[src/hw/rtl/prtcb_pkg.sv]
// Package for the point rigid-transform and crop-box block.
// Holds widths, register codes, config and pipeline control types, and the output clamp.
// No dependencies.
`default_nettype none

package prtcb_pkg;

    localparam int COORD_W    = 24;
    localparam int COEF_W     = 18;
    localparam int TRANS_W    = 20;
    localparam int FRAC_W     = 16;
    localparam int ROI_W      = 23;
    localparam int ZLIM_W     = 2 * COORD_W;
    localparam int ROW_W      = 3 * COEF_W;
    localparam int TRANS_ALL_W = 3 * TRANS_W;
    localparam int PROD_W     = COORD_W + COEF_W;
    localparam int ACC_W      = PROD_W + 2;
    localparam int SUM_W      = ACC_W - FRAC_W + 1;
    localparam int CFG_IDX_W  = 4;
    localparam int CFG_DATA_W = 64;
    localparam int TDATA_W    = 3 * COORD_W;
    localparam int N_STAGES   = 4;

    localparam logic signed [ACC_W-1:0] ROUND_HALF = ACC_W'(1) <<< (FRAC_W - 1);
    localparam logic signed [SUM_W-1:0] SAT_HI     = SUM_W'((1 << (COORD_W - 1)) - 1);
    localparam logic signed [SUM_W-1:0] SAT_LO     = -SUM_W'(1 << (COORD_W - 1));

    typedef enum logic [CFG_IDX_W-1:0] {
        CFG_ROT_X     = 4'd0,
        CFG_ROT_Y     = 4'd1,
        CFG_ROT_Z     = 4'd2,
        CFG_TRANS     = 4'd3,
        CFG_ROI_FRONT = 4'd4,
        CFG_ROI_BACK  = 4'd5,
        CFG_ROI_SIDE  = 4'd6,
        CFG_ROI_Z     = 4'd7
    } cfg_index_t;

    typedef struct packed {
        logic [ROW_W-1:0]       rot_x;
        logic [ROW_W-1:0]       rot_y;
        logic [ROW_W-1:0]       rot_z;
        logic [TRANS_ALL_W-1:0] trans;
        logic [ROI_W-1:0]       front;
        logic [ROI_W-1:0]       back;
        logic [ROI_W-1:0]       side;
        logic [ZLIM_W-1:0]      zlim;
    } cfg_regs_t;

    // load[k]: stage k takes its input this cycle; valid[k]: stage k holds a point
    typedef struct packed {
        logic [N_STAGES-1:0] load;
        logic [N_STAGES-1:0] valid;
    } pipe_ctl_t;

    typedef struct packed {
        logic fin;
        logic last;
    } pt_flags_t;

    function automatic logic [COORD_W-1:0] sat_coord(input logic signed [SUM_W-1:0] v);
        logic signed [SUM_W-1:0] c;
        priority if (v > SAT_HI)
            c = SAT_HI;
        else if (v < SAT_LO)
            c = SAT_LO;
        else
            c = v;
        return c[COORD_W-1:0];
    endfunction

endpackage

`default_nettype wire

[src/hw/rtl/prtcb_row.sv]
// One row of the rotation plus translation, three register stages:
// products, rounded sum, shift and translation add. Depends on prtcb_pkg.
`default_nettype none

module prtcb_row
    import prtcb_pkg::*;
(
    input  wire logic                      clk,
    input  wire pipe_ctl_t                 ctl,
    input  wire logic signed [COORD_W-1:0] px,
    input  wire logic signed [COORD_W-1:0] py,
    input  wire logic signed [COORD_W-1:0] pz,
    input  wire logic [ROW_W-1:0]          row,
    input  wire logic [TRANS_W-1:0]        trans,
    output logic signed [SUM_W-1:0]        coord
);

    logic signed [COEF_W-1:0]  c0, c1, c2;
    logic signed [TRANS_W-1:0] t_s;
    logic signed [PROD_W-1:0]  prod_next [3];
    logic signed [PROD_W-1:0]  prod_reg  [3];
    logic signed [ACC_W-1:0]   acc_next;
    logic signed [ACC_W-1:0]   acc_reg;
    logic signed [SUM_W-1:0]   coord_next;
    logic signed [SUM_W-1:0]   coord_reg;

    assign c0  = row[COEF_W-1:0];
    assign c1  = row[2*COEF_W-1:COEF_W];
    assign c2  = row[3*COEF_W-1:2*COEF_W];
    assign t_s = trans;

    assign prod_next[0] = px * c0;
    assign prod_next[1] = py * c1;
    assign prod_next[2] = pz * c2;

    // round to nearest, ties up: add half an LSB, then floor shift
    assign acc_next = ACC_W'(prod_reg[0]) + ACC_W'(prod_reg[1]) + ACC_W'(prod_reg[2])
                      + ROUND_HALF;

    assign coord_next = SUM_W'(acc_reg >>> FRAC_W) + SUM_W'(t_s);

    always_ff @(posedge clk)
    begin
        if (ctl.load[0])
        begin
            for (int k = 0; k < 3; k++)
                prod_reg[k] <= prod_next[k];
        end
        if (ctl.load[1])
            acc_reg <= acc_next;
        if (ctl.load[2])
            coord_reg <= coord_next;
    end

    assign coord = coord_reg;

endmodule

`default_nettype wire

[config.mk]
export PLATFORM = sky130hd
export DESIGN_NAME = prtcb_row
export DESIGN_NICKNAME = d
export VERILOG_FILES = /design/src/hw/rtl/prtcb_pkg.sv /design/src/hw/rtl/prtcb_row.sv
export SDC_FILE = /design/constraint.sdc
export NUM_CORES = 2
export LEC_CHECK = 0
export ABC_AREA = 1
export BUFFER_PORTS_ARGS = -buffer_cell sky130_fd_sc_hd__buf_2
export CAP_MARGIN = 20
export CORE_MARGIN = 4
export CORE_UTILIZATION = 55
export DETAILED_ROUTE_END_ITERATION = 10
export GPL_TIMING_DRIVEN = 0
export PLACE_DENSITY = 0.83
export SLEW_MARGIN = 20
export SYNTH_ARGS = -nofsm -noshare
export SYNTH_HDL_FRONTEND = slang
export SYNTH_SLANG_ARGS = --single-unit
export TNS_END_PERCENT = 10
[constraint.sdc]
create_clock -name clk -period 6.05 [get_ports clk]
set_input_delay 0.9075 -clock clk [delete_from_list [all_inputs] [get_ports clk]]
set_output_delay 0.9075 -clock clk [all_outputs]
set_load 0.005 [all_outputs]
==> flow_summary.json <==
{
  "outcome": "finished, final reports clean",
  "synth-compound-area-share_pct": 3.74,
  "grt_max_degree": 68,
  "cp_max_fo": 7,
  "reg2reg_depth": 12,
  "grt_setup_unrepaired": "yes",
  "n_fill_cell": 9252,
  "final_util_pct": 61.4,
  "vias": 50077,
  "relSlewSlack_pct": 60.3,
  "required_ns": 6.24,
  "drc_errors": 0,
  "end_kind": "register",
  "place_area_um2": 63100,
  "synth_top_area_share_pct": 43.4,
  "synth_top_family_by_area": "adder cells",
  "regToRegStartpoint": "prod_reg[0][56]",
  "start_kind": "primary input",
  "coreArea_um2": 109000,
  "hp-class": "reg -> reg",
  "synth_area_leaders": "fa_1 43%, inv_1 14%, nand2_1 13%, edfxtp_1 9.1%, ha_1 8.8%",
  "dp_hpwl_um": 154000,
  "htreeDepth": 4,
  "ys_seq_elements": 183,
  "numPortBuffers": 106,
  "clk-insertion-delay-late_ns": 0.46,
  "crit_slowest_cell": "fa_2",
  "finalWorstSetupSlack_ns": 0.00268,
  "final_area_um2": 67000,
  "first_pass_iters": 6,
  "clkSlewWorstSetupHoldPaths_ns": 0.07,
  "yosysWarningCount": 0,
  "final_common_cell": "inv_1",
  "globalRouteMet2Util_pct": 50.0,
  "synth_cells": 7637,
  "ys_seq_area_share_pct": 9.06,
  "reg2reg_to": "acc_reg[39]",
  "path_common_cell": "fa_1",
  "die_h_um": 340,
  "critPathTopFamily": "adder cells",
  "area_growth_pct": 10.4,
  "tns_ns": 0,
  "ioPinCount": 184,
  "synthXorXnorAreaFrac_pct": 1.73,
  "place_congestion": 1.01,
  "critical_path.cell_chain": "buf_6, clkbuf_16, nand2_2, fa_1, inv_1, fa_2, buf_12, fa_1, fa_1, inv_1, fa_1, inv_1, fa_1, ha_4, inv_1, nor3_4, nand2_2, nor2_4, nand4_1, nand4_1, nand2_2",
  "synth.avg_cell_area_um2": 7.95,
  "ant_nets": 0,
  "synth_simple_gate_area_share_pct": 18.0,
  "grt_pass1_wl_um": 282000,
  "cts.sinks": 183,
  "grt_pass1_vias": 51985,
  "regToRegSetupSlack_ns": 2.86,
  "crit_end": "prod_reg[0][40]",
  "clockBufferDepth": 2,
  "start_util_pct": 55.6,
  "yosysUniqueCellTypes": 43,
  "synth_mux_area_share_pct": 0,
  "vias_per_cell": 5.39,
  "critPathKind": "in -> reg",
  "arrival_ns": 6.24,
  "fp.dieArea_um2": 116000,
  "wirelength_um": 180000,
  "grtUsageMet1_pct": 42.3,
  "critPathMaxStageDelay_ns": 0.64,
  "slew_viol_final": 0,
  "synthAdderAreaFrac_pct": 52.2,
  "cts_inserted_buffers": 17,
  "path_buf_inv": 7,
  "busiest_layer": "met2",
  "cts_tree": "yes",
  "async_reset_ff_share_pct": 0,
  "grt_use_met3_pct": 6.36,
  "syn-cell-area_um2": 60700,
  "synth_edf_count": 183,
  "finClkSkew_ns": 0.0134,
  "worst_slew_pin_slew_ns": 0.595,
  "largest_reg_flops": 126,
  "final_cell_mix": "2208 x inv_1, 1978 x nand2_1, 1297 x fa_1, 354 x ha_1, 307 x nor2_1",
  "row_count": 121,
  "critPathLaunch": "row[6]",
  "maxCapViolCount": 0,
  "finalCriticalPeriod_ns": 6.05,
  "hold_viol": 0,
  "final-setup-viol-count": 0,
  "antenna_found_initial": 4,
  "dp_slack_ns": -1.35,
  "overflow": 0,
  "drive_gt1_share_pct": 10.1,
  "die_width_um": 340,
  "nets": 9702,
  "cts-root-buf": "clkbuf_16",
  "drt-initial-drc-count": 4594,
  "synthFlopType": "edfxtp_1",
  "fmax_mhz": 165,
  "wire_per_inst_um": 19.4,
  "syn-num-nets": 9534,
  "yosysTopAreaCell": "fa_1",
  "worst-path-stages": 21,
  "grtUsageTotal_pct": 31.2,
  "finalCritPeriodShare_pct": 100
}
layout make-up:
type	instances	area, um^2	share of cell area, %
well taps	1476	1850	2.76
multi-input cells	4979	47200	70.4
clock buffers	17	425	0.635
flip-flops and latches	183	5500	8.20
clock inverters	15	160	0.239
inverters	2223	8370	12.5
repair buffers	149	1060	1.58
diodes	5	12.5	0.0187
plain buffers	252	2470	3.69
layer usage:
layer,routed length [um],share of wire [%]
met4,8190,4.5
met5,0,0
met3,18900,10
met1,70600,39
met2,82600,46
cells in the mapped netlist (9+ instances only):
cell type,n
nand2_2,14
a21oi_1,205
o21a_1,10
clkbuf_1,233
buf_1,19
nor2_2,9
o21bai_1,31
xor2_1,95
inv_1,2220
ha_1,425
nand3_1,159
o21ai_0,109
nor3_2,9
nor3_1,24
a21o_1,14
edfxtp_1,183
xnor2_1,25
nand3b_1,15
nand2_1,2023
fa_1,1317
or2_2,16
nor2_1,368
nand4_1,45
cells by family after synthesis:
kind of cell / count (synthesis)
AND/OR/NAND/NOR: 2711
buffers and inverters: 2475
adder cells (fa/ha/maj): 1742
AO/OA/AOI/OAI: 406
flip-flops: 183
XOR/XNOR: 120
stage by stage:
stage,cells,hold slack (ns)
floorplan,7637,0.513
global placement,9219,0.565
detailed placement,9220,0.583
CTS,9257,0.613
global route,9297,0.645
finish,9299,0.621
repair_timing:
item                       CTS  global route
setup endpoints to repair   88            74
pin swaps                   10            39
resized for setup          488           651
setup buffers                5            36
cloned                       0             1
hold buffers                 0             0
how the worst min path moves through the flow:
stage | from | endpoint | depth (start not counted)
6_report | acc_reg[16] | coord[0] | 1
5_1_grt | acc_reg[16] | coord[0] | 1
4_1_cts | acc_reg[16] | coord[0] | 1
3_5_place_dp | acc_reg[16] | coord[0] | 1
3_3_place_gp | acc_reg[16] | coord[0] | 1
2_1_floorplan | acc_reg[16] | coord[0] | 1
Power is left out: the tool's default activity adds up to more than one toggle a clock period on the data nets, which glitch-free logic cannot reach.
