File: config.mk
export PLATFORM = sky130hd
export DESIGN_NAME = prtcb_ctrl
export DESIGN_NICKNAME = d
export VERILOG_FILES = /design/src/hw/rtl/prtcb_pkg.sv /design/src/hw/rtl/prtcb_ctrl.sv
export SDC_FILE = /design/constraint.sdc
export NUM_CORES = 1
export LEC_CHECK = 0
export BUFFER_PORTS_ARGS = -buffer_cell sky130_fd_sc_hd__buf_2
export CAP_MARGIN = 20
export CORE_AREA = 4 4 41 43
export DETAILED_ROUTE_END_ITERATION = 8
export DIE_AREA = 0 0 45 47
export PLACE_DENSITY = 0.55
export SLEW_MARGIN = 25
export SYNTH_ARGS = -nofsm -noshare
export SYNTH_HDL_FRONTEND = slang
export SYNTH_SLANG_ARGS = --single-unit
File: constraint.sdc
create_clock -name clk -period 1.9 [get_ports clk]
set_input_delay 0.095 -clock clk [delete_from_list [all_inputs] [get_ports clk]]
set_output_delay 0.095 -clock clk [all_outputs]
set_load 0.02 [all_outputs]
File: src/hw/rtl/prtcb_pkg.sv
// Package for the point rigid-transform and crop-box block.
// Holds widths, register codes, config and pipeline control types, and the output clamp.
// No dependencies.
`default_nettype none

package prtcb_pkg;

    localparam int COORD_W    = 24;
    localparam int COEF_W     = 18;
    localparam int TRANS_W    = 20;
    localparam int FRAC_W     = 16;
    localparam int ROI_W      = 23;
    localparam int ZLIM_W     = 2 * COORD_W;
    localparam int ROW_W      = 3 * COEF_W;
    localparam int TRANS_ALL_W = 3 * TRANS_W;
    localparam int PROD_W     = COORD_W + COEF_W;
    localparam int ACC_W      = PROD_W + 2;
    localparam int SUM_W      = ACC_W - FRAC_W + 1;
    localparam int CFG_IDX_W  = 4;
    localparam int CFG_DATA_W = 64;
    localparam int TDATA_W    = 3 * COORD_W;
    localparam int N_STAGES   = 4;

    localparam logic signed [ACC_W-1:0] ROUND_HALF = ACC_W'(1) <<< (FRAC_W - 1);
    localparam logic signed [SUM_W-1:0] SAT_HI     = SUM_W'((1 << (COORD_W - 1)) - 1);
    localparam logic signed [SUM_W-1:0] SAT_LO     = -SUM_W'(1 << (COORD_W - 1));

    typedef enum logic [CFG_IDX_W-1:0] {
        CFG_ROT_X     = 4'd0,
        CFG_ROT_Y     = 4'd1,
        CFG_ROT_Z     = 4'd2,
        CFG_TRANS     = 4'd3,
        CFG_ROI_FRONT = 4'd4,
        CFG_ROI_BACK  = 4'd5,
        CFG_ROI_SIDE  = 4'd6,
        CFG_ROI_Z     = 4'd7
    } cfg_index_t;

    typedef struct packed {
        logic [ROW_W-1:0]       rot_x;
        logic [ROW_W-1:0]       rot_y;
        logic [ROW_W-1:0]       rot_z;
        logic [TRANS_ALL_W-1:0] trans;
        logic [ROI_W-1:0]       front;
        logic [ROI_W-1:0]       back;
        logic [ROI_W-1:0]       side;
        logic [ZLIM_W-1:0]      zlim;
    } cfg_regs_t;

    // load[k]: stage k takes its input this cycle; valid[k]: stage k holds a point
    typedef struct packed {
        logic [N_STAGES-1:0] load;
        logic [N_STAGES-1:0] valid;
    } pipe_ctl_t;

    typedef struct packed {
        logic fin;
        logic last;
    } pt_flags_t;

    function automatic logic [COORD_W-1:0] sat_coord(input logic signed [SUM_W-1:0] v);
        logic signed [SUM_W-1:0] c;
        priority if (v > SAT_HI)
            c = SAT_HI;
        else if (v < SAT_LO)
            c = SAT_LO;
        else
            c = v;
        return c[COORD_W-1:0];
    endfunction

endpackage

`default_nettype wire

File: src/hw/rtl/prtcb_ctrl.sv
// Pipeline control: valid bits, per-stage load enables and the side-band flags.
// Depends on prtcb_pkg.
`default_nettype none

module prtcb_ctrl
    import prtcb_pkg::*;
(
    input  wire logic      clk,
    input  wire logic      rst_n,
    input  wire logic      in_valid,
    output logic           in_ready,
    input  wire pt_flags_t in_flags,
    output logic           out_valid,
    input  wire logic      out_ready,
    output pipe_ctl_t      ctl,
    output pt_flags_t      flags_s3
);

    logic [N_STAGES-1:0] valid_reg;
    logic [N_STAGES-1:0] valid_next;
    logic [N_STAGES-1:0] load;
    pt_flags_t           flags_reg [N_STAGES-1];

    // a stage loads when empty or when the one after it moves on
    always_comb
    begin
        load[N_STAGES-1] = !valid_reg[N_STAGES-1] || out_ready;
        for (int k = N_STAGES - 2; k >= 0; k--)
            load[k] = !valid_reg[k] || load[k+1];
    end

    always_comb
    begin
        valid_next = valid_reg;
        if (load[0])
            valid_next[0] = in_valid;
        for (int k = 1; k < N_STAGES; k++)
            if (load[k])
                valid_next[k] = valid_reg[k-1];
    end

    always_ff @(posedge clk or negedge rst_n)
    begin
        if (!rst_n)
            valid_reg <= '0;
        else
            valid_reg <= valid_next;
    end

    always_ff @(posedge clk)
    begin
        if (load[0])
            flags_reg[0] <= in_flags;
        for (int k = 1; k < N_STAGES - 1; k++)
            if (load[k])
                flags_reg[k] <= flags_reg[k-1];
    end

    assign in_ready  = load[0];
    assign out_valid = valid_reg[N_STAGES-1];
    assign ctl.load  = load;
    assign ctl.valid = valid_reg;
    assign flags_s3  = flags_reg[N_STAGES-2];

endmodule

`default_nettype wire

==> reports/metrics.yaml, run 1 <==
routing:
  drtPass1Iterations: 3
  totalWireLength_um: 647
  avgRoutedWirePerCell_um: 11.2
  drcViolationCount: 0
  vias_per_cell: 4.03
  initialDrtViolationCount: 2
  vias: 234
  antenna_left: 0
logic_synthesis:
  syn_nets: 29
  yosys.area.top_type: "edfxtp_1"
  ys_seq_area_share_pct: 74.2
  syn_avg_cell_area_um2: 16.4
  yosysWarnings: 0
  synth.top_cell.area_share_pct: 47.7
  ys_types: 12
  syn_inst: 23
  synth-seq-cells: 10
  netlist_area_um2: 378
  synth_area_leaders: "edfxtp_1 (48%), dfrtp_1 (26%), buf_4 (7.9%)"
timing:
  clock_skew_ns: 0.00443
  finalHoldViolCount: 0
  final_max_slew_viol_count: 0
  finalCriticalPeriod_ns: 1.36
  setup_viol: 0
  final.period_utilization_pct: 71.5
  tightest_slew_ns: 0.212
  whs_ns: 0.0293
  relSlewSlack_pct: 85.8
  fmax_mhz: 736
  tns_ns: 0
  setup_ws_ns: 0.542
  rsz0062_at_grt: "false"
clock_network:
  numClockSinks: 10
  root_buffer: "clkbuf_4"
  clkTransAtPathRegs_ns: 0.06
  cts_tree: "built"
  cts-resized-gates: 0
  cts-buffers-inserted: 3
  insertion_delay_ns: 0.26
  ctsHtreeMaxLevel: 1
  clockBufferDepth: 2
floorplan:
  die_w_um: 45
  die_area_mm2: 0.00212
  rows: 13
  die_h_um: 47
  start_util_pct: 29.0
  core_mm2: 0.00130
  io_pins: 18
critical_path:
  reg2reg_from: "valid_reg[3]"
  path_cells: "nor2b_4 > nand4_1 > buf_2"
  cp.arrival_ns: 1.26
  rr_worst_depth: 2
  startpoint_type: "register"
  worstPathRequired_ns: 1.80
  path_class: "register to output port"
  regToRegSetupSlack_ns: 0.83
  slowest_stage: "dfrtp_1"
  worstPathMaxFanout: 6
  cpPeakStageDelay_ns: 0.38
  r2r-end: "flags_reg[0][1]"
  worst-path-buf-inv: 1
  critPathCaptureType: "output port"
  crit_family: "simple AND/OR/NAND/NOR gates"
pwr:
  p_clk_share_pct: 27.8
  swShare_pct: 27.5
  peakVddDrop_v: 0.000440
  power.share.sequential_pct: 53.3
  p_sw_w: 0.000141
  leakagePower_nw: 0.226
  power.internal_w: 0.000371
  combPwrFrac_pct: 18.9
  p_per_area_mw_per_mm2: 1010
placement:
  gp_congestion: 0.665
  portBuffers: 17
  pre_cts_ws_ns: 0.806
worst_hold_path:
  whs_path_depth: 2
  hp-class: "input pin to register"
  min_from: "in_valid"
  min_to: "valid_reg[0]"
layout:
  largest_reg_flops: 6
  antennaDiodeCount: 0
  nets: 50
  area_delta_synth_final_pct: 34.4
  drive_gt1_share_pct: 51.2
status:
  status: "finished, final reports clean"
grt:
  grt_start_max_net_pins: 8
  grt_pass1_wl_um: 1100
  gr-total-overflow: 0
  antenna_found_initial: 0
  grt_pass1_vias: 253
  gr-usage-all-layers_pct: 7.88
flow_run:
  drv_cap: 0
==> layer usage <==
| layer | track usage, % | vias to the layer above | share of wire [%] | routed length (um) |
|---|---|---|---|---|
| met2 | 11.9 | 11 | 51 | 327 |
| li1 | - | 119 | - | - |
| met4 | 7.02 | 0 | 0 | 0 |
| met1 | 8.13 | 104 | 39 | 255 |
| met3 | 3.83 | 0 | 9.9 | 64 |
| met5 | 0 | - | 0 | 0 |
==> worst max path at each step <==
stage / startpoint / to / slack [ns] / depth (start not counted)
after floorplan: valid_reg[3] / ctl[4] / 0.51 / 3
after global placement: valid_reg[3] / ctl[4] / 0.87 / 3
after detailed placement: valid_reg[3] / in_ready / 0.81 / 3
after CTS: valid_reg[3] / in_ready / 0.50 / 3
after global routing: valid_reg[3] / in_ready / 0.43 / 3
final: valid_reg[3] / in_ready / 0.54 / 3
==> cells in the final DEF (no fill, tap or decap), drive strengths merged <==
cell type	n
nor2b	1
a21o	1
buf	17
a41o	1
clkbuf	3
or2	1
nand4	1
dfrtp	4
nand4b	1
nand2b	1
clkinv	1
dlygate4sd3	3
inv	1
nand2	1
edfxtp	6
==> kinds of logic (layout without fill, tap and decap cells) <==
family,Yosys count,in the layout,synth area share (%)
flops,10,10,74.2
simple gates,6,6,11.9
compound gates,2,2,4.97
buf+inv,5,25,8.94
==> worst register-to-register path: cells and delay by family (launching register included) <==
family	cells	cell delay, ns
DFF	1	0.38
and+or+nand+nor	2	0.41
==> through the flow <==
step                total power [W]  instance area (um^2)  util [%]  std cells
floorplan                  0.000344                   378         -         23
global placement           0.000369                   452      34.7         51
detailed placement         0.000371                   452      34.7         51
CTS                        0.000523                   508      39.0         58
global route               0.000545                   508      39.0         58
finish                     0.000512                   508      39.0         58
==> cell usage after synthesis <==
cell type / instances
edfxtp_1: 6
buf_4: 4
dfrtp_1: 4
a21o_2: 1
a41o_1: 1
inv_1: 1
nand2_1: 1
nand2b_1: 1
nand4_1: 1
nand4b_1: 1
nor2b_4: 1
or2_1: 1
==> area by class of cell <==
cell class / count / area [um^2]
clock buffer: 3 / 22.5
fill: 131 / 793
sequential: 10 / 280
inverter: 1 / 3.75
timing repair buffer: 20 / 115
multi-input combinational: 8 / 63.8
tap: 15 / 18.8
clock inverter: 1 / 3.75
==> power by group through the flow <==
stage	combinational (W)	sequential, W	clock [W]
final	0.0000966	0.000273	0.000142
after detailed placement	0.0000935	0.000278	0
after CTS	0.0000982	0.000273	0.000151
after floorplan	0.0000580	0.000286	0
after global routing	0.000104	0.000277	0.000165
after global placement	0.0000923	0.000277	0
==> what timing repair did <==
item | in CTS | in global routing
hold buffers | 3 | 0
buffers inserted | 0 | 0
hold endpoints to repair | 6 | 0
Power figures use the tool's default switching activity.
==> run 2: changes to the inputs <==
clock period = 1.3 ns   (was 1.9 ns; I/O delays follow)
==> run 2 against run 1 <==
  * Combinational power increased by 71%
  * Non-clock buffer count grew 6
  * Critical path type is now register to register
  * Critical path depth rose by 1
  * Worst hold slack better by 0.095 ns
  * Largest cell class unchanged
  * Sequential power up 47%
  * Total power up 54%
  * Routed wire length is 8.3% higher
  * First-iteration DRC count is the same
  * Sequential cell count stayed put
==> reports/metrics.yaml, run 2 (synthesis gave the netlist of run 1 again) <==
status:
  status: "finished, final reports clean"
clock_network:
  insertion_delay_ns: 0.27
  clockBufferDepth: 2
  cts-buffers-inserted: 3
  ctsHtreeMaxLevel: 1
  root_buffer: "clkbuf_4"
  clkTransAtPathRegs_ns: 0.07
  cts_tree: "built"
  numClockSinks: 10
  cts-resized-gates: 0
timing:
  tightest_slew_ns: 0.204
  clock_skew_ns: 0.0143
  final_max_slew_viol_count: 0
  fmax_mhz: 822
  relSlewSlack_pct: 86.4
  tns_ns: 0
  setup_ws_ns: 0.0839
  whs_ns: 0.124
  rsz0062_at_grt: "false"
  setup_viol: 0
  finalHoldViolCount: 0
  finalCriticalPeriod_ns: 1.22
  final.period_utilization_pct: 93.5
critical_path:
  worst-path-buf-inv: 2
  startpoint_type: "register"
  cpPeakStageDelay_ns: 0.38
  startpoint: "valid_reg[3]"
  crit_family: "flip-flops"
  r2r-end: "flags_reg[0][0]"
  cpMostUsedCell: "buf_4"
  rr_worst_depth: 4
  worstPathMaxFanout: 4
  reg2reg_from: "valid_reg[3]"
  path_cells: "nor2b_4 > nand4_1 > buf_4 > buf_4"
  cp.arrival_ns: 1.24
  regToRegSetupSlack_ns: 0.08
  worst-path-stages: 4
  critPathCaptureType: "register"
  worstPathRequired_ns: 1.33
  path_class: "register to register"
  cp-endpoint: "flags_reg[0][0]"
  slowest_stage: "dfrtp_2"
worst_hold_path:
  hp-class: "input pin to async pin"
placement:
  hpwlAfterDp_um: 517
  portBuffers: 17
  dp.cells: 51
  gp_congestion: 0.677
  pre_cts_ws_ns: 0.254
routing:
  antenna_left: 0
  avgRoutedWirePerCell_um: 11.0
  drcViolationCount: 0
  initialDrtViolationCount: 2
  vias: 262
  totalWireLength_um: 701
  drtPass1Iterations: 2
  vias_per_cell: 4.09
layout:
  drive_gt1_share_pct: 57.1
  nets: 56
  antennaDiodeCount: 0
  area_delta_synth_final_pct: 47.4
  final_common_cell: "buf_2"
  largest_reg_flops: 6
  final_cell_mix: "buf_2 (17), edfxtp_1 (6), buf_4 (5), dlygate4sd3_1 (4)"
  n_fill_cell: 133
  instances_no_fill: 64
floorplan:
  die_area_mm2: 0.00212
  core_mm2: 0.00130
  start_util_pct: 29.0
  die_w_um: 45
  io_pins: 18
  rows: 13
  die_h_um: 47
flow_run:
  drv_cap: 0
pwr:
  power.share.sequential_pct: 50.8
  p_per_area_mw_per_mm2: 1410
  combPwrFrac_pct: 21.0
  total_power_w: 0.000786
  power.internal_w: 0.000569
  p_clk_share_pct: 28.1
  peakVddDrop_v: 0.000712
  p_sw_w: 0.000217
  swShare_pct: 27.6
  leakagePower_nw: 0.251
grt:
  grt_pass1_vias: 240
  grt_busiest_layer: "met2"
  grt_util_met1_pct: 7.35
  antenna_found_initial: 0
  met2_usage_pct: 12.7
  gr-total-overflow: 0
  use_met3_pct: 6.90
  grt_start_max_net_pins: 8
  gr-usage-all-layers_pct: 7.77
  grt_pass1_wl_um: 1080
-- run 2: changes by cell type in the layout (fill, tap and decap cells not counted), sizes merged --
cell | previous run | this run
buf | 17 | 22
clkbuf | 3 | 4
clkinv | 1 | 0
dlygate4sd3 | 3 | 4
-- run 2: repair_timing --
| item | CTS | global route |
|---|---|---|
| buffers inserted | 1 | 4 |
| setup endpoints to repair | 2 | 3 |
| hold buffers | 3 | 1 |
| endpoints found under the hold margin | 6 | 1 |
| pin swaps | 1 | 2 |
-- run 2: layout make-up --
cell class / count / area, um^2 / area share, %
sequential: 10 / 282 / 50.6
timing repair buffer: 26 / 163 / 29.2
multi-input combinational: 8 / 63.8 / 11.5
clock buffer: 4 / 26.3 / 4.72
tap: 15 / 18.8 / 3.37
inverter: 1 / 3.75 / 0.674
-- run 2: power by group through the flow --
stage          sequential, W  combinational, W  clock [W]
2_1_floorplan       0.000419         0.0000848          0
3_3_place_gp        0.000405          0.000135          0
3_5_place_dp        0.000407          0.000137          0
4_1_cts             0.000400          0.000147   0.000227
5_1_grt             0.000404          0.000175   0.000265
6_report            0.000400          0.000165   0.000221
-- run 2: through the flow --
stage | utilization, % | instance area [um^2]
2_1_floorplan | - | 379
4_1_cts | 39.7 | 517
3_5_place_dp | 34.8 | 453
3_3_place_gp | 34.8 | 453
6_report | 42.8 | 557
5_1_grt | 42.8 | 557
-- run 2: per-layer routing --
metal	wire [um]	up-vias
met5	0	-
met3	78	0
met4	0	0
li1	-	130
met1	252	120
met2	370	12
-- run 2: worst min-delay path by stage --
stage	end	slack [ns]	depth (start not counted)
2_1_floorplan	valid_reg[0]	-0.23	0
3_3_place_gp	valid_reg[1]	-0.13	1
3_5_place_dp	valid_reg[1]	-0.12	1
4_1_cts	valid_reg[0]	0.002	2
5_1_grt	valid_reg[3]	0.13	2
6_report	valid_reg[3]	0.12	2
