<file path="src/hw/rtl/prtcb_pkg.sv">
// Package for the point rigid-transform and crop-box block.
// Holds widths, register codes, config and pipeline control types, and the output clamp.
// No dependencies.
`default_nettype none

package prtcb_pkg;

    localparam int COORD_W    = 24;
    localparam int COEF_W     = 18;
    localparam int TRANS_W    = 20;
    localparam int FRAC_W     = 16;
    localparam int ROI_W      = 23;
    localparam int ZLIM_W     = 2 * COORD_W;
    localparam int ROW_W      = 3 * COEF_W;
    localparam int TRANS_ALL_W = 3 * TRANS_W;
    localparam int PROD_W     = COORD_W + COEF_W;
    localparam int ACC_W      = PROD_W + 2;
    localparam int SUM_W      = ACC_W - FRAC_W + 1;
    localparam int CFG_IDX_W  = 4;
    localparam int CFG_DATA_W = 64;
    localparam int TDATA_W    = 3 * COORD_W;
    localparam int N_STAGES   = 4;

    localparam logic signed [ACC_W-1:0] ROUND_HALF = ACC_W'(1) <<< (FRAC_W - 1);
    localparam logic signed [SUM_W-1:0] SAT_HI     = SUM_W'((1 << (COORD_W - 1)) - 1);
    localparam logic signed [SUM_W-1:0] SAT_LO     = -SUM_W'(1 << (COORD_W - 1));

    typedef enum logic [CFG_IDX_W-1:0] {
        CFG_ROT_X     = 4'd0,
        CFG_ROT_Y     = 4'd1,
        CFG_ROT_Z     = 4'd2,
        CFG_TRANS     = 4'd3,
        CFG_ROI_FRONT = 4'd4,
        CFG_ROI_BACK  = 4'd5,
        CFG_ROI_SIDE  = 4'd6,
        CFG_ROI_Z     = 4'd7
    } cfg_index_t;

    typedef struct packed {
        logic [ROW_W-1:0]       rot_x;
        logic [ROW_W-1:0]       rot_y;
        logic [ROW_W-1:0]       rot_z;
        logic [TRANS_ALL_W-1:0] trans;
        logic [ROI_W-1:0]       front;
        logic [ROI_W-1:0]       back;
        logic [ROI_W-1:0]       side;
        logic [ZLIM_W-1:0]      zlim;
    } cfg_regs_t;

    // load[k]: stage k takes its input this cycle; valid[k]: stage k holds a point
    typedef struct packed {
        logic [N_STAGES-1:0] load;
        logic [N_STAGES-1:0] valid;
    } pipe_ctl_t;

    typedef struct packed {
        logic fin;
        logic last;
    } pt_flags_t;

    function automatic logic [COORD_W-1:0] sat_coord(input logic signed [SUM_W-1:0] v);
        logic signed [SUM_W-1:0] c;
        priority if (v > SAT_HI)
            c = SAT_HI;
        else if (v < SAT_LO)
            c = SAT_LO;
        else
            c = v;
        return c[COORD_W-1:0];
    endfunction

endpackage

`default_nettype wire

</file>
<file path="src/hw/rtl/prtcb_cfg.sv">
// Configuration register file for the transform and crop box.
// Depends on prtcb_pkg.
`default_nettype none

module prtcb_cfg
    import prtcb_pkg::*;
(
    input  wire logic                  clk,
    input  wire logic                  rst_n,
    input  wire logic                  cfg_valid,
    output logic                       cfg_ready,
    input  wire logic [CFG_IDX_W-1:0]  cfg_index,
    input  wire logic [CFG_DATA_W-1:0] cfg_data,
    output cfg_regs_t                  regs
);

    cfg_regs_t regs_reg;
    cfg_regs_t regs_next;

    assign cfg_ready = 1'b1;
    assign regs      = regs_reg;

    always_comb
    begin
        regs_next = regs_reg;
        if (cfg_valid)
        begin
            unique case (cfg_index_t'(cfg_index))
                CFG_ROT_X:     regs_next.rot_x = cfg_data[ROW_W-1:0];
                CFG_ROT_Y:     regs_next.rot_y = cfg_data[ROW_W-1:0];
                CFG_ROT_Z:     regs_next.rot_z = cfg_data[ROW_W-1:0];
                CFG_TRANS:     regs_next.trans = cfg_data[TRANS_ALL_W-1:0];
                CFG_ROI_FRONT: regs_next.front = cfg_data[ROI_W-1:0];
                CFG_ROI_BACK:  regs_next.back  = cfg_data[ROI_W-1:0];
                CFG_ROI_SIDE:  regs_next.side  = cfg_data[ROI_W-1:0];
                CFG_ROI_Z:     regs_next.zlim  = cfg_data[ZLIM_W-1:0];
                default:       regs_next = regs_reg;
            endcase
        end
    end

    always_ff @(posedge clk or negedge rst_n)
    begin
        if (!rst_n)
        begin
            // identity rotation, no translation, box 4.0 / 0.8 / 2.0, z -0.6 .. 1.8
            regs_reg.rot_x <= ROW_W'(54'd65536);
            regs_reg.rot_y <= ROW_W'(54'd17179869184);
            regs_reg.rot_z <= ROW_W'(54'd4503599627370496);
            regs_reg.trans <= '0;
            regs_reg.front <= ROI_W'(23'd262144);
            regs_reg.back  <= ROI_W'(23'd52429);
            regs_reg.side  <= ROI_W'(23'd131072);
            regs_reg.zlim  <= ZLIM_W'(48'd1979141023334);
        end
        else
        begin
            regs_reg <= regs_next;
        end
    end

endmodule

`default_nettype wire

</file>
<file path="config.mk">
export PLATFORM = sky130hd
export DESIGN_NAME = prtcb_cfg
export DESIGN_NICKNAME = d
export VERILOG_FILES = /design/src/hw/rtl/prtcb_pkg.sv /design/src/hw/rtl/prtcb_cfg.sv
export SDC_FILE = /design/constraint.sdc
export NUM_CORES = 1
export LEC_CHECK = 0
export BUFFER_PORTS_ARGS = -buffer_cell sky130_fd_sc_hd__buf_2
export CORE_ASPECT_RATIO = 1.75
export CORE_UTILIZATION = 50
export DETAILED_ROUTE_END_ITERATION = 10
export PLACE_DENSITY = 0.79
export SETUP_SLACK_MARGIN = 0.05
export SLEW_MARGIN = 20
export SYNTH_ARGS = -nofsm -noshare
export SYNTH_HDL_FRONTEND = slang
export SYNTH_SLANG_ARGS = --single-unit
export TNS_END_PERCENT = 5
</file>
<file path="constraint.sdc">
create_clock -name clk -period 1.2 [get_ports clk]
set_clock_uncertainty 0.15 [all_clocks]
set_input_delay 0.24 -clock clk [delete_from_list [all_inputs] [get_ports clk]]
set_output_delay 0.24 -clock clk [all_outputs]
set_load 0.01 [all_outputs]
</file>
==> qor.yml, run 1 <==
setup_slack_ns: -0.4013
die_w_um: 122.7
crit_family: "flip-flops"
power.density_nw_per_um2: 1948
synth_seq_area_share: 0.6695
p_seq_frac: 0.452
hp-class: "input port to asynchronous set/reset pin"
hold_violations: 0
rsz0062_at_grt: "true"
power_frac_comb: 0.274
final-max-slew-violation-count: 0
syn_nets: 799
place_ws_ns: -0.6311
final_nets: 1302
synth_top_family_by_area: "multiplexers"
grt_max_degree: 53
power.switching_mw: 10.05
worst-setup-path-type: "register to output port"
initial_core_util: 0.5068
period_share: 1.334
grt_overflow: 0
cts.clk_slew.worst_paths_ns: 0.07
endpoint_kind: "output port"
avgViaCountPerCell: 5.299
postSynthAreaPerCell_um2: 17.51
ys_ff_latch: 339
final_util: 0.7252
htreeDepth: 1
status: "finished with violations"
drive_gt1_frac: 0.7028
fmax_ghz: 0.6245
p_leak_nw: 8.807
synth.area.mux_share: 0.3054
ant_nets: 0
drcViolationCount: 0
dr.pass1.iters: 4
yosysTopAreaCellShare: 0.5871
grtUsageTotal: 0.2650
syn_area_um2: 12740
layout_common_cells: "mux2_2 (319), dfrtp_1 (299), buf_2 (244), buf_6 (163), dlygate4sd3_1 (61)"
clk_path_buf_depth: 3
required_ns: 0.81
path_cells: "buf_6"
crit_path_max_incr_delay_ns: 0.55
violations: "setup timing"
gp_congestion: 0.8023
dp_cells: 1452
drt_iter0_drc: 261
maxCapViolations: 0
final_area_um2: 18240
cp_num_buf_inv: 1
peakVddDrop_uv: 1612
cp.depth: 1
cp-start-kind: "register"
dpl_cell_area_um2: 15580
fin_cells: 1571
rows: 77
syn2layout_area_growth_pct: 43.09
vias: 8325
yosysTopAreaCell: "dfrtp_1"
wl_mm: 35.81
die_y_um: 213.2
drt-wirelength-per-cell_um: 22.80
final.setup.tns_ns: -96.21
intPower_mw: 25.48
cts_buffers: 30
setup_viol: 401
diodes: 0
synthSimpleGateAreaFrac: 0.007854
synthXorXnorAreaFrac: 0
crit_slowest_cell: "dfstp_2"
cts.sinks: 339
p_clk_frac: 0.274
crit_fanout: 2
grt_pass1_vias: 8758
synth.area.top_cells: "dfrtp_1 (59%), mux2_2 (28%), dfstp_2 (8.2%)"
total_power_mw: 35.53
period_minus_slack_ns: 1.601
antenna_found_initial: 0
ioPinCount: 411
synthAdderAreaFrac: 0
arrival_ns: 1.21
switching_share: 0.2830
place.detailed.hpwl_mm: 23.58
grt_pass1_wl_mm: 51.71
clk_latency_ns: 0.55
yosys_warnings: 0
synth_cell_types: 15
synthCells: 728
largest_reg_flops: 339
tritoncts: "built"
cts_root_buf: "clkbuf_16"
core_area_um2: 25150
port_buffers: 405
hold_ws_ns: 0.01063
synth_compound_area_frac: 0
r2r_cells: 2
die_area_um2: 26160
layout_commonest_cell: "mux2_2"
cell usage after synthesis (all sizes together):
library cell and instances:
dfrtp 299, nand2 2, nand3b 3, and3 1
nor2 2, dfstp 40, or3 1, buf 37
mux2 339, conb 1, nor3b 3
layout make-up:
cell class                 instances  area (um^2)
multi-input combinational        352         4035
clock inverter                    10        100.1
timing repair buffer             508         4270
sequential                       339         8533
clock buffer                      46        902.1
fill                            1504         6909
tap                              316        395.4
what timing repair did:
action,CTS,global route
resized for setup,119,66
gates cloned,0,0
endpoints found under the hold margin,678,0
endpoints found under the setup margin,489,502
buffers inserted,2,0
hold buffers,61,0
pin swaps,1,1
metal layers:
metal / global-route usage / vias to the layer above / routed length (um)
li1: - / 3580 / -
met1: 0.3105 / 4320 / 13150
met2: 0.4541 / 321 / 18880
met3: 0.04728 / 104 / 1823
met4: 0.1472 / 0 / 1962
met5: 0 / - / 0
worst paths after layout:
check	startpoint	end	slack, ns
max	regs[82]	regs[82]	-0.40
min	rst_n	regs[186]	0.01
max reg2reg	regs[20]	regs[20]	0.20
min reg2reg	regs[206]	regs[206]	0.35
max in group asynchronous	rst_n	regs[39]	0.26
min in group clk	cfg_index[1]	regs[109]	0.13
power by group through the flow:
| stage | clock network (mW) | logic [mW] | registers [mW] |
|---|---|---|---|
| final | 9.72 | 9.75 | 16.1 |
| after global routing | 10.3 | 10.3 | 16.3 |
| after global placement | 0 | 7.86 | 15.7 |
| after detailed placement | 0 | 8.05 | 15.8 |
| after floorplan | 0 | 2.52 | 17.1 |
| after CTS | 9.90 | 9.14 | 15.8 |
logic make-up after synthesis:
group,count (synthesis)
simple gates,12
other cells,1
buf+inv,37
flops,339
mux,339
Power figures use the tool's default switching activity.
==> inputs of run 2 (changes only) <==
==> constraint.sdc (replaced) <==
create_clock -name clk -period 1.2 [get_ports clk]
set_clock_uncertainty 0.15 [all_clocks]
set_input_delay 0.06 -clock clk [delete_from_list [all_inputs] [get_ports clk]]
set_output_delay 0.06 -clock clk [all_outputs]
set_load 0.01 [all_outputs]
==> run 2 against run 1 <==
Effect of this change:
- the run ends with hold timing, setup timing left
- sequential share of layout area increased by 0.090 points
- core utilization fell by 0.14 points
- first-iteration DRC count is 3.4% lower
- largest power group unchanged
- clock power up 6%
- critical endpoint is now regs[81]
- sequential cell count is the same
- design area decreased by 0.19%
- critical path depth unchanged
- register-to-register slack worse by 0.10 ns
- count of clock-buffer cells in the layout fell by 6
==> qor.yml, run 2 (synthesis gave the netlist of run 1 again) <==
crit_slowest_cell: "dfstp_2"
peakVddDrop_uv: 1492  # -7.5%
p_leak_nw: 8.774  # -0.37%
crit_path_max_incr_delay_ns: 0.54  # about the same
setup_viol: 339  # -15%
crit_family: "flip-flops"
diodes: 0  # unchanged
crit_fanout: 2  # unchanged
multi_input_area_um2: 4030  # -0.12%
grt_max_degree: 53  # unchanged
cts.sinks: 339  # unchanged
switching_share: 0.2835  # +0.0005773
htreeDepth: 1  # unchanged
arrival_ns: 1.22  # about the same
gp_congestion: 0.7776  # -3.1%
violations: "hold timing, setup timing"
cts_buffers: 30  # unchanged
avgViaCountPerCell: 5.321  # +0.42%
cts.clk_slew.worst_paths_ns: 0.07  # about the same
dp_cells: 1448  # -0.28%
cts_root_buf: "clkbuf_16"
rows: 77  # unchanged
final-max-slew-violation-count: 0  # unchanged
worst-setup-path-type: "register to output port"
clk_path_buf_depth: 3  # unchanged
p_clk_frac: 0.286  # +0.012
r2r_start: "regs[82]"
drt_iter0_drc: 252  # -3.4%
port_buffers: 405  # unchanged
path_cells: "buf_6"
drt-wirelength-per-cell_um: 22.68  # -0.49%
p_seq_frac: 0.445  # -0.007
power.switching_mw: 10.23  # +1.8%
core_area_um2: 25150  # unchanged
grtUsageTotal: 0.2693  # +0.004356
hold_violations: 16  # +16
dr.pass1.iters: 4  # unchanged
required_ns: 0.99  # +0.18 ns
final_util: 0.7238  # -0.001394
intPower_mw: 25.86  # +1.5%
place.detailed.hpwl_mm: 23.56  # about the same
power_frac_comb: 0.269  # -0.005
layout_common_cells: "mux2_2 (319), dfrtp_1 (299), buf_2 (246), buf_6 (158), dlygate4sd3_1 (61)"
maxCapViolations: 0  # unchanged
rsz0062_at_grt: "true"
die_w_um: 122.7  # unchanged
tritoncts: "built"
antenna_found_initial: 0  # unchanged
hp-class: "input port to asynchronous set/reset pin"
ant_nets: 0  # unchanged
period_share: 1.192  # -0.1428
fill_cells: 1575  # +4.7%
hold_ws_ns: -0.1765  # -0.1872 ns
cp_num_buf_inv: 1  # unchanged
drive_gt1_frac: 0.7023  # about the same
grt_overflow: 0  # unchanged
cts_hold_buf: 61  # unchanged
fin_cells: 1569  # -0.13%
die_y_um: 213.2  # unchanged
grt_pass1_wl_mm: 52.66  # +1.8%
period_minus_slack_ns: 1.430  # -0.1714 ns
cp-start-kind: "register"
regArea_um2: 8533  # unchanged
syn2layout_area_growth_pct: 42.81
fmax_ghz: 0.6994  # +12%
dpl_cell_area_um2: 15510  # -0.43%
initial_core_util: 0.5068  # unchanged
layout_commonest_cell: "mux2_2"
status: "finished with violations"
wl_mm: 35.59  # -0.62%
endpoint_kind: "output port"
setup_slack_ns: -0.2299  # +0.1714 ns
vias: 8349  # +0.29%
critPathLaunch: "regs[81]"
clk_latency_ns: 0.56  # about the same
r2r_slack_ns: 0.10  # -0.10 ns
final_area_um2: 18200  # -0.19%
die_area_um2: 26160  # unchanged
grt_pass1_vias: 9103  # +3.9%
drcViolationCount: 0  # unchanged
ioPinCount: 411  # unchanged
final.setup.tns_ns: -36.58  # +59.63 ns
power.density_nw_per_um2: 1983  # +1.8%
final_nets: 1300  # -0.15%
largest_reg_flops: 339  # unchanged
-- run 2: changes by cell type in the layout (fill, tap and decap cells not counted), moves of 3 or more --
cell,previous run,this run
buf_12,23,20
buf_4,15,20
buf_6,163,158
bufinv_16,2,5
clkbuf_8,7,2
clkinv_2,8,4
clkinvlp_4,0,4
inv_6,0,3
-- run 2: what timing repair did --
action                     in CTS  in global routing
gates cloned                    0                  0
setup endpoints to repair     339                340
hold endpoints to repair      678                 14
resized for setup             117                 56
buffers inserted                2                  2
-- run 2: per-stage QoR --
stage / total power [mW] / setup WS (ns)
3_3_place_gp: 23.52 / -0.4332
6_report: 36.09 / -0.2299
4_1_cts: 35.50 / -0.2395
5_1_grt: 37.57 / -0.2631
2_1_floorplan: 19.58 / -0.1747
3_5_place_dp: 23.87 / -0.4753
-- run 2: area by class of cell --
type                            count  area share
Clock inverter                     16     0.01244
Sequential cell                   339      0.4688
Multi-Input combinational cell    352      0.2214
Clock buffer                       40     0.04558
Timing Repair Buffer              506      0.2300
Tap cell                          316     0.02172
-- run 2: worst paths after layout --
path | end | depth (start not counted)
setup / recovery | regs[81] | 1
hold / removal | regs[80] | 2
setup reg to reg | regs[82] | 3
hold reg to reg | regs[205] | 1
max in group asynchronous | regs[1] | 3
min in group clk | regs[109] | 4
-- run 2: metal layers --
metal	GRT usage	share of wire	vias to the layer above
li1	-	-	3576
met1	0.3084	0.36	4322
met2	0.4725	0.53	345
met3	0.04808	0.053	106
met4	0.1430	0.056	0
met5	0	0	-
-- run 2: worst reg2reg max path, stage by stage (launching register included) --
cell     delay, ns
dfstp_2       0.38
buf_4         0.12
buf_4         0.12
mux2_2        0.25
-- run 2: power groups by stage --
stage,Clock [mW],Combinational (mW),Sequential (mW)
floorplan,0,2.52,17.1
global placement,0,7.83,15.7
detailed placement,0,8.04,15.8
CTS,10.5,9.18,15.9
global route,10.9,10.3,16.4
finish,10.3,9.72,16.1
==> inputs of run 3 (changes only) <==
--- a/config.mk
+++ b/config.mk
@@ -10,6 +10,7 @@
 export CORE_UTILIZATION = 50
 export DETAILED_ROUTE_END_ITERATION = 10
 export PLACE_DENSITY = 0.79
+export RECOVER_POWER = 50
 export SETUP_SLACK_MARGIN = 0.05
 export SLEW_MARGIN = 20
 export SYNTH_ARGS = -nofsm -noshare
==> constraint.sdc (replaced) <==
create_clock -name clk -period 1.2 [get_ports clk]
set_clock_uncertainty 0.15 [all_clocks]
set_input_delay 0.24 -clock clk [delete_from_list [all_inputs] [get_ports clk]]
set_output_delay 0.24 -clock clk [all_outputs]
set_load 0.01 [all_outputs]
==> run 3 against run 2 <==
Effect of this change:
- the run ends with setup timing left
- final cell count up 0.13%
- fmax down 11%
- non-clock buffer count up 2
- critical path depth unchanged
- power down 1.6%
- sequential share of layout area down 0.064 points
- global-route usage down 0.44 points
- register-to-register slack better by 0.10 ns
- sequential cell count unchanged
- first-iteration DRC count up 3.6%
- design area up 0.14%
- largest cell class unchanged
==> qor.yml, run 3 (synthesis gave the netlist of run 1 again) <==
fmax_ghz: 0.6245  # -11%
crit_path_max_incr_delay_ns: 0.55  # about the same
crit_slowest_cell: "dfstp_2"
crit_family: "flip-flops"
r2r_start: "regs[20]"
drt-wirelength-per-cell_um: 22.80  # +0.49%
status: "finished with violations"
r2r_cells: 2  # -1
peakVddDrop_uv: 1612  # +8.1%
timing.rr.end: "regs[20]"
antenna_found_initial: 0  # unchanged
final-max-slew-violation-count: 0  # unchanged
port_buffers: 405  # unchanged
die_area_um2: 26160  # unchanged
rsz0062_at_grt: "true"
p_leak_nw: 8.804  # +0.34%
final_nets: 1302  # +0.15%
grt_pass1_vias: 8758  # -3.8%
fin_cells: 1571  # +0.13%
period_minus_slack_ns: 1.601  # +0.1715 ns
cp_num_buf_inv: 1  # unchanged
place_ws_ns: -0.6311  # -0.1558 ns
clk_path_buf_depth: 3  # unchanged
hold-path-endpoint: "regs[109]"
hold_ws_ns: 0.1290  # +0.3055 ns
tritoncts: "built"
drive_gt1_frac: 0.7028  # about the same
die_w_um: 122.7  # unchanged
cp-start-kind: "register"
avgViaCountPerCell: 5.300  # -0.40%
grt_pass1_wl_mm: 51.71  # -1.8%
endpoint_kind: "output port"
arrival_ns: 1.21  # about the same
violations: "setup timing"
whs_path_depth: 4
largest_reg_flops: 339  # unchanged
worstMarginPinSlew_ns: 0.9039
relSlewSlack: 0.3974
r2r_slack_ns: 0.20  # +0.10 ns
required_ns: 0.81  # -0.18 ns
cts_root_buf: "clkbuf_16"
setup_slack_ns: -0.4013  # -0.1715 ns
path_cells: "buf_6"
drcViolationCount: 0  # unchanged
ant_nets: 0  # unchanged
ioPinCount: 411  # unchanged
layout_common_cells: "mux2_2 (319), dfrtp_1 (299), buf_2 (244), buf_6 (163), dlygate4sd3_1 (61)"
gp_congestion: 0.8023  # +3.2%
fill_cells: 1505  # -4.4%
htreeDepth: 1  # unchanged
crit_fanout: 2  # unchanged
hold_violations: 0  # -16
min-delay-start: "cfg_index[1]"
syn2layout_area_growth_pct: 43.01
grt_overflow: 0  # unchanged
cts_buffers: 30  # unchanged
core_area_um2: 25150  # unchanged
die_y_um: 213.2  # unchanged
clk_latency_ns: 0.55  # about the same
diodes: 0  # unchanged
wl_mm: 35.81  # +0.62%
final_area_um2: 18230  # +0.14%
layout_commonest_cell: "mux2_2"
cts.sinks: 339  # unchanged
power.density_nw_per_um2: 1949  # -1.7%
hp-class: "input port to register"
initial_core_util: 0.5068  # unchanged
period_share: 1.334  # +0.1429
dr.pass1.iters: 4  # unchanged
place.detailed.hpwl_mm: 23.58  # about the same
vias: 8326  # -0.28%
cts.clk_slew.worst_paths_ns: 0.07  # about the same
drt_iter0_drc: 261  # +3.6%
setup_viol: 728  # +110%
rows: 77  # unchanged
grtUsageTotal: 0.2650  # -0.004356
dpl_cell_area_um2: 15580  # +0.44%
dp_cells: 1452  # +0.28%
worst-setup-path-type: "register to output port"
maxCapViolations: 0  # unchanged
grt_max_degree: 53  # unchanged
[run 3: power by group]
| group | internal (mW) | switching [mW] | total [mW] |
|---|---|---|---|
| sequential | 14.3 | 1.72 | 16.1 |
| clock | 5.59 | 4.13 | 9.72 |
| combinational | 5.55 | 4.20 | 9.75 |
[run 3: worst max path at each step]
stage / slack (ns) / to / cells past startpoint / start
2_1_floorplan: -0.35 / regs[100] / 5 / cfg_index[3]
3_5_place_dp: -0.63 / regs[272] / 7 / cfg_index[3]
3_3_place_gp: -0.61 / regs[251] / 7 / cfg_index[3]
5_1_grt: -0.44 / regs[19] / 1 / regs[19]
6_report: -0.40 / regs[82] / 1 / regs[82]
4_1_cts: -0.42 / regs[31] / 1 / regs[31]
[run 3: cell type report]
type	count	area, um^2	share of cell area
clock buffer	46	902.1	0.04950
clock inverter	10	100.1	0.005492
multi-input combinational	352	4035	0.2214
sequential	339	8533	0.4682
tap	316	395.4	0.02169
timing repair buffer	508	4260	0.2337
[run 3: metrics by stage]
stage                 util  power [mW]  setup TNS, ns
detailed placement  0.6195       23.87        -177.42
finish              0.7248       35.52        -118.71
global route        0.7248       36.95        -171.07
floorplan                -       19.58         -87.96
CTS                 0.7094       34.89        -103.47
global placement    0.6195       23.52        -176.41
[run 3: repair_timing]
action                                  CTS  global route
endpoints found under the hold margin   678             0
pin swaps                                 1             1
resized for setup                       119            66
hold buffers                             61             0
setup buffers                             2             0
endpoints found under the setup margin  489           502
[run 3: routing by layer]
layer / global-route usage / wire length, um / vias to the layer above
met5: 0 / 0 / -
met4: 0.1472 / 1962 / 0
met3: 0.04728 / 1823 / 104
met2: 0.4541 / 18880 / 321
met1: 0.3105 / 13150 / 4321
li1: - / - / 3580
